<file path="config.mk">
export PLATFORM = sky130hd
export DESIGN_NAME = mfp_queue
export DESIGN_NICKNAME = d
export VERILOG_FILES = /design/src/rtl/mfp_pkg.sv /design/src/rtl/mfp_queue.sv
export VERILOG_INCLUDE_DIRS = /design/src /design/src/rtl
export SDC_FILE = /design/constraint.sdc
export NUM_CORES = 1
export LEC_CHECK = 0
export BUFFER_PORTS_ARGS = -buffer_cell sky130_fd_sc_hd__buf_2
export CAP_MARGIN = 20
export CELL_PAD_IN_SITES_DETAIL_PLACEMENT = 2
export CELL_PAD_IN_SITES_GLOBAL_PLACEMENT = 2
export CORE_MARGIN = 4
export CORE_UTILIZATION = 41
export CTS_CLUSTER_SIZE = 20
export DETAILED_ROUTE_END_ITERATION = 10
export PLACE_DENSITY_LB_ADDON = 0.1
export SLEW_MARGIN = 5
export SYNTH_ARGS = -nofsm -noshare
export SYNTH_HDL_FRONTEND = slang
export SYNTH_SLANG_ARGS = --single-unit
</file>
<file path="constraint.sdc">
create_clock -name i_clk -period 13.5 [get_ports i_clk]
set_clock_uncertainty 0.1 [all_clocks]
set_input_delay 0.675 -clock i_clk [delete_from_list [all_inputs] [get_ports i_clk]]
set_output_delay 0.675 -clock i_clk [all_outputs]
set_load 0.01 [all_outputs]
</file>
<file path="src/rtl/assert_macros.svh">
// Assertion macros of the fold block; the queue module includes them.
`ifndef ASSERT_MACROS_SVH
`define ASSERT_MACROS_SVH
// A property that must hold at every clock edge outside reset.
`define MFP_ASSERT(lbl, clk, rst_n, prop) \
    lbl: assert property (@(posedge clk) disable iff (!rst_n) prop) \
        else $error("Property does not hold.");
// A condition that must never be seen outside reset.
`define MFP_ASSERT_NEVER(lbl, clk, rst_n, expr) \
    lbl: assert property (@(posedge clk) disable iff (!rst_n) !(expr)) \
        else $error("Forbidden condition seen.");
`endif

</file>
<file path="src/rtl/mfp_pkg.sv">
// Types and constants shared by the multilinear fold modules.
package mfp_pkg;
    localparam int LIMB_W = 64;
    localparam int ELEM_W = 256;
    localparam int CFG_IDX_W = 8;

    typedef logic [ELEM_W-1:0] t_elem;

    localparam t_elem P_MOD =
        256'h30644e72e131a029b85045b68181585d2833e84879b9709143e1f593f0000001;
    localparam logic [LIMB_W-1:0] N_INV = 64'hc2e1f593efffffff;

    localparam logic [CFG_IDX_W-1:0] CFG_CHAL_LIMB0 = 8'd0;
    localparam logic [CFG_IDX_W-1:0] CFG_CHAL_LIMB1 = 8'd1;
    localparam logic [CFG_IDX_W-1:0] CFG_CHAL_LIMB2 = 8'd2;
    localparam logic [CFG_IDX_W-1:0] CFG_CHAL_LIMB3 = 8'd3;

    typedef struct packed {
        logic [LIMB_W-1:0] low_limb0;
        logic [LIMB_W-1:0] low_limb1;
        logic [LIMB_W-1:0] low_limb2;
        logic [LIMB_W-1:0] low_limb3;
        logic [LIMB_W-1:0] high_limb0;
        logic [LIMB_W-1:0] high_limb1;
        logic [LIMB_W-1:0] high_limb2;
        logic [LIMB_W-1:0] high_limb3;
        logic              last_pair;
    } t_in_item;

    typedef struct packed {
        logic [LIMB_W-1:0] folded_limb0;
        logic [LIMB_W-1:0] folded_limb1;
        logic [LIMB_W-1:0] folded_limb2;
        logic [LIMB_W-1:0] folded_limb3;
        logic              last_result;
    } t_out_item;

    typedef struct packed {
        t_elem lo;
        t_elem diff;
        logic  last;
    } t_work;

    typedef struct packed {
        t_elem lo;
        logic  last;
    } t_side;

    typedef struct packed {
        logic full;
        logic empty;
    } t_q_status;
endpackage

</file>
<file path="src/rtl/mfp_queue.sv">
// Short queue between the front end and the multiply pipeline.
`include "assert_macros.svh"
module mfp_queue #(
    parameter int DEPTH = 4
) (
    input  logic               i_clk,
    input  logic               i_rst_n,
    input  logic               i_push,
    input  mfp_pkg::t_work     i_work,
    input  logic               i_pop,
    output mfp_pkg::t_work     o_work,
    output mfp_pkg::t_q_status o_status
);
    import mfp_pkg::*;

    localparam int PTR_W = (DEPTH > 1) ? $clog2(DEPTH) : 1;
    localparam int CNT_W = $clog2(DEPTH + 1);

    t_work            r_mem [DEPTH];
    logic [PTR_W-1:0] r_wr;
    logic [PTR_W-1:0] r_rd;
    logic [CNT_W-1:0] r_cnt;

    assign o_work         = r_mem[r_rd];
    assign o_status.full  = (r_cnt == CNT_W'(DEPTH));
    assign o_status.empty = (r_cnt == '0);

    always_ff @(posedge i_clk) begin
        if (i_push) begin
            r_mem[r_wr] <= i_work;
        end
    end

    always_ff @(posedge i_clk) begin
        if (!i_rst_n) begin
            r_wr  <= '0;
            r_rd  <= '0;
            r_cnt <= '0;
        end else begin
            if (i_push) begin
                r_wr <= (r_wr == PTR_W'(DEPTH - 1)) ? '0 : r_wr + 1'b1;
            end
            if (i_pop) begin
                r_rd <= (r_rd == PTR_W'(DEPTH - 1)) ? '0 : r_rd + 1'b1;
            end
            case ({i_push, i_pop})
                2'b10:   r_cnt <= r_cnt + 1'b1;
                2'b01:   r_cnt <= r_cnt - 1'b1;
                default: r_cnt <= r_cnt;
            endcase
        end
    end

    `MFP_ASSERT_NEVER(a_q_push_full, i_clk, i_rst_n, i_push && o_status.full)
    `MFP_ASSERT_NEVER(a_q_pop_empty, i_clk, i_rst_n, i_pop && o_status.empty)
    `MFP_ASSERT(a_q_count_up, i_clk, i_rst_n, (i_push && !i_pop) |=> r_cnt == $past(r_cnt) + CNT_W'(1))
    `MFP_ASSERT(a_q_empty_ptr, i_clk, i_rst_n, (r_cnt == '0) |-> (r_wr == r_rd))
endmodule

</file>
**Word level (Yosys, flattened, before mapping)**

Memory sizes are Yosys's and may differ from the RTL's. A register that Yosys moved wholly into a read port is not among the register bits.
Index checks and enable logic that the tools add are counted.

- Register bits: 7
- RAM bits: 2052
- Bits of input ports: 517
- Output and inout bits: 515
- Logic and storage cells: 22
- Memories kept: 1

Memory list:

| memory | depth | bits a word | read ports | clocked after Yosys merged registers in | wr ports | line | source |
|---|---|---|---|---|---|---|---|
| r_mem | 4 | 513 | 1 | 1 | 1 | mfp_queue.sv:19 | `t_work r_mem [DEPTH];` |

- Add/subtract/negate cells: 4
- Equal/unequal tests: 5
- Multiplexer cells: 7
- Reduce and logical (&&, ||, !) cells: 2

Operators with widths:

| kind | number |
|---|---|
| $mux 2 | 4 |
| $eq 2x2->1 const B | 3 |
| $pmux 3 s2 | 1 |
| $add 2x1->2 const B | 2 |
| $add 3x1->3 const B | 1 |
| $eq 3x3->1 const B | 1 |
| $logic_not 3->1 | 1 |
| $sub 3x1->3 const B | 1 |
| $eq 2x1->1 const B | 1 |
| $mux 1 | 2 |
| $reduce_bool 2->1 | 1 |

**Logic depth before layout (Yosys ltp)**

- Word-level depth: 4
- Gate-level depth with buffers: 7

**Least setup slack after synthesis**

Ideal clock, no wire load.

- Kind: input port to flip-flop
- Start point: input i_push
- End point: memory r_mem[0][0] in the netlist's numbering (enable)
- Arrival time: 12189 ps
- Data required time: 12458 ps
- Path slack: 269 ps
- Cell stages on the path: 1
- Path buffers: 0
- Cell sequence: and2_1

- Longest elaborated chain between the ends: 2

RTL lines:

| item | line | source |
|---|---|---|
| start: declaration | mfp_queue.sv:8 | `input logic i_push,` |
| $mux 1 | mfp_queue.sv:29 | `if (i_push) begin` |
| $mux 1 (implied by the code) | mfp_queue.sv:30 | `r_mem[r_wr] <= i_work;` |
| end: declaration | mfp_queue.sv:19 |  |

No other way between the ends.

==> flow_metrics.py <==
metrics = {
    "global_route": {
        "grt_overflow": 0,
        "grt_first_pass_wirelength_um": 320100,
        "grt_pass1_vias": 41890,
        "grt_max_degree": 130,
        "grt_usage_pct": 23.77,
        "antenna_found_initial": 74,
    },
    "clock_tree": {
        "clk_pin_slew_ns": 0.06,
        "cts_max_level": 4,
        "cts_buffers": 215,
        "cts_resized": 0,
        "cts_tree": "built",
        "cts-root-buf": "clkbuf_16",
        "clock_latency_ns": 0.83,
        "cts.sink_count": 2061,
        "cts_max_path_buffers": 3,
    },
    "timing": {
        "whs_ns": 0.1194,
        "slew_headroom_pct": 28.66,
        "setup-violations-final": 0,
        "grt_setup_unrepaired": "false",
        "tns_ns": 0,
        "min_period_over_period_pct": 42.18,
        "layout_setup_ws_ns": 7.806,
        "period_needed_ns": 5.694,
        "slew_violations": 0,
        "fmax_mhz": 175.6,
        "hold_violations": 0,
        "worst_pin_slew_ns": 1.070,
    },
    "yosys": {
        "syn-num-nets": 3250,
        "synth.yosys.seq_area_share_pct": 82.93,
        "ys_types": 24,
        "synthCells": 2726,
        "yosys.area.top_type": "edfxtp_1",
        "synth_area_um2": 74520,
        "yosysWarnings": 0,
        "synth_area_leaders": "edfxtp_1 83%, mux4_2 16%, buf_6 0.79%",
        "syn_avg_cell_area_um2": 27.34,
        "post-synth-top-area-fraction_pct": 82.69,
        "ys_seq_elements": 2061,
    },
    "critical_path": {
        "startpoint_type": "register",
        "cp_max_fo": 46,
        "max_stage_delay_ns": 0.86,
        "path_delay_family": "buffers and inverters",
        "path_class": "register to primary output",
        "cp_num_buf_inv": 4,
        "slowest_stage": "dfxtp_4",
        "cp_common_cell": "buf_4",
        "required_ns": 12.73,
        "end_kind": "primary output",
        "critPathArrivalTime_ns": 4.92,
        "crit_chain": "buf_4 > buf_4 > buf_4 > mux4_2 > buf_2",
    },
    "power_and_ir_drop": {
        "ir_worst_vdd_mv": 0.1226,
        "powerDensity_nw_per_um2": 153.9,
        "leakagePower_nw": 31.52,
    },
    "final_layout": {
        "final_area_um2": 94110,
        "final_cells": 7017,
        "fillers": 15600,
        "syn_to_final_growth_pct": 26.29,
        "drive_above_1_share_pct": 40.73,
        "nets": 4942,
    },
    "floorplanning": {
        "dieArea_um2": 188600,
        "die_w_um": 434.3,
        "fp.dieH_um": 434.3,
        "core_area_um2": 180700,
        "io_pins": 1032,
        "row_count": 156,
        "start_util_pct": 41.23,
    },
    "place": {
        "place.gp.congestion": 0.7679,
        "place_ws_ns": 8.509,
        "io_buffers": 1031,
        "placed_cell_area_um2": 82260,
        "dpl.hpwl_um": 143300,
        "dp_cells": 6057,
    },
    "drt": {
        "first_pass_iters": 5,
        "wl_per_cell_um": 32.75,
        "vias": 37170,
        "post-route-drc-count": 0,
        "ant_nets": 0,
        "initialDrtViolationCount": 2815,
        "vias_per_cell": 5.297,
        "finalWirelength_um": 229800,
    },
    "min_path": {
        "hp-class": "input pin to register",
    },
    "flow_run": {
        "drv_cap": 0,
    },
    "status": {
        "outcome": "completed",
    },
}
[per-layer routing]
metal	global-route usage, %	routed length (um)	part of all wire, %
met4	12.70	14300	6.2
met1	26.52	79550	35
met3	5.945	13860	6.0
met2	41.94	122000	53
met5	0	82	0.036
[power by group]
| group | total [mW] | switching (mW) | leakage [nW] | internal, mW |
|---|---|---|---|---|
| clock network | 5.69 | 2.50 | 3.21 | 3.19 |
| logic | 1.39 | 0.808 | 9.39 | 0.586 |
| registers | 7.40 | 0.0853 | 18.9 | 7.32 |
| total | 14.5 | 3.40 | 31.5 | 11.1 |
[area by class of cell]
| class | instances | area (um2) | share of cell area [%] |
|---|---|---|---|
| sequential | 2061 | 61810 | 65.67 |
| inverter | 6 | 22.52 | 0.02393 |
| clock buffer | 287 | 5757 | 6.117 |
| tap | 2370 | 2965 | 3.151 |
| clock inverter | 108 | 823.3 | 0.8748 |
| multi-input combinational | 545 | 11830 | 12.56 |
| antenna | 51 | 127.6 | 0.1356 |
| timing repair buffer | 1589 | 10790 | 11.46 |
[metrics by stage]
step	utilization (%)	power, mW
after floorplan	-	8.260
after global placement	45.51	8.733
after detailed placement	45.51	8.786
after CTS	52.00	14.60
after global routing	52.06	15.01
final	52.07	14.49
[cells in the final DEF (no fill, tap or decap), types with 2 or more instances in the layout]
master	netlist	layout
o21ai_0	2	2
mux2i_1	2	2
dfxtp_1	9	7
clkinv_8	0	3
clkinvlp_4	0	4
clkbuf_16	0	220
ha_1	6	6
clkbuf_1	7	67
and2_1	6	2
bufinv_16	0	11
mux4_2	513	513
buf_4	0	32
and2_4	0	4
buf_12	0	12
dlygate4sd3_1	0	514
nor2b_1	4	4
edfxtp_1	2052	2052
diode_2	0	51
inv_6	0	6
clkinv_2	0	33
inv_1	6	6
nor3b_1	2	2
dfxtp_4	0	2
buf_2	53	1031
clkinv_1	0	50
[path summary, 6_finish.rpt]
check	startpoint	to	slack (ns)	cells past startpoint
max	register	o_work[269]	7.81	5
min	i_pop	r_rd[1]$_SDFFE_PN0P_	0.12	3
max reg2reg	r_wr[0]$_SDFFE_PN0P_	r_mem[1][248]$_DFFE_PP_	9.16	5
min reg2reg	r_cnt[2]$_SDFFE_PN0P_	r_cnt[2]$_SDFFE_PN0P_	0.44	2
[synthesized netlist by cell type]
cell type / n
edfxtp_1: 2052
mux4_2: 513
buf_2: 53
buf_6: 52
dfxtp_1: 9
clkbuf_1: 7
and2_1: 6
ha_1: 6
inv_1: 6
nor2b_1: 4
buf_1: 2
mux2i_1: 2
nor3b_1: 2
o21ai_0: 2
a21boi_0: 1
a21oi_1: 1
and3_1: 1
fa_1: 1
nand2_1: 1
nor3_1: 1
o21a_1: 1
or3_1: 1
xnor2_1: 1
xor2_1: 1
[worst reg2reg max path, delay by kind of cell (launching register included)]
kind	cells	cell delay, ns
flops	1	0.40
buf+inv	3	2.34
fa+ha+maj	1	0.17
simple gates	1	0.73
[timing repair]
action	4_1_cts	5_1_grt
setup buffers	0	0
setup endpoints to repair	0	0
hold buffers	514	0
hold endpoints to repair	2059	0
[registers in the layout (all words and copies together) (netlist names), named ones only]
signal	cells
r_mem	2052
r_cnt	3
r_rd	2
r_wr	2
[cell families after synthesis]
logic type | Yosys count | synth area share [%]
flip-flops | 2061 | 82.93
AO/OA/AOI/OAI | 5 | 0.04030
XOR/XNOR | 2 | 0.02351
AND/OR/NAND/NOR | 16 | 0.1326
buffers and inverters | 120 | 1.217
multiplexers | 515 | 15.53
adder cells (fa/ha/maj) | 7 | 0.1276
No activity file was read; power rests on OpenSTA's default activity.
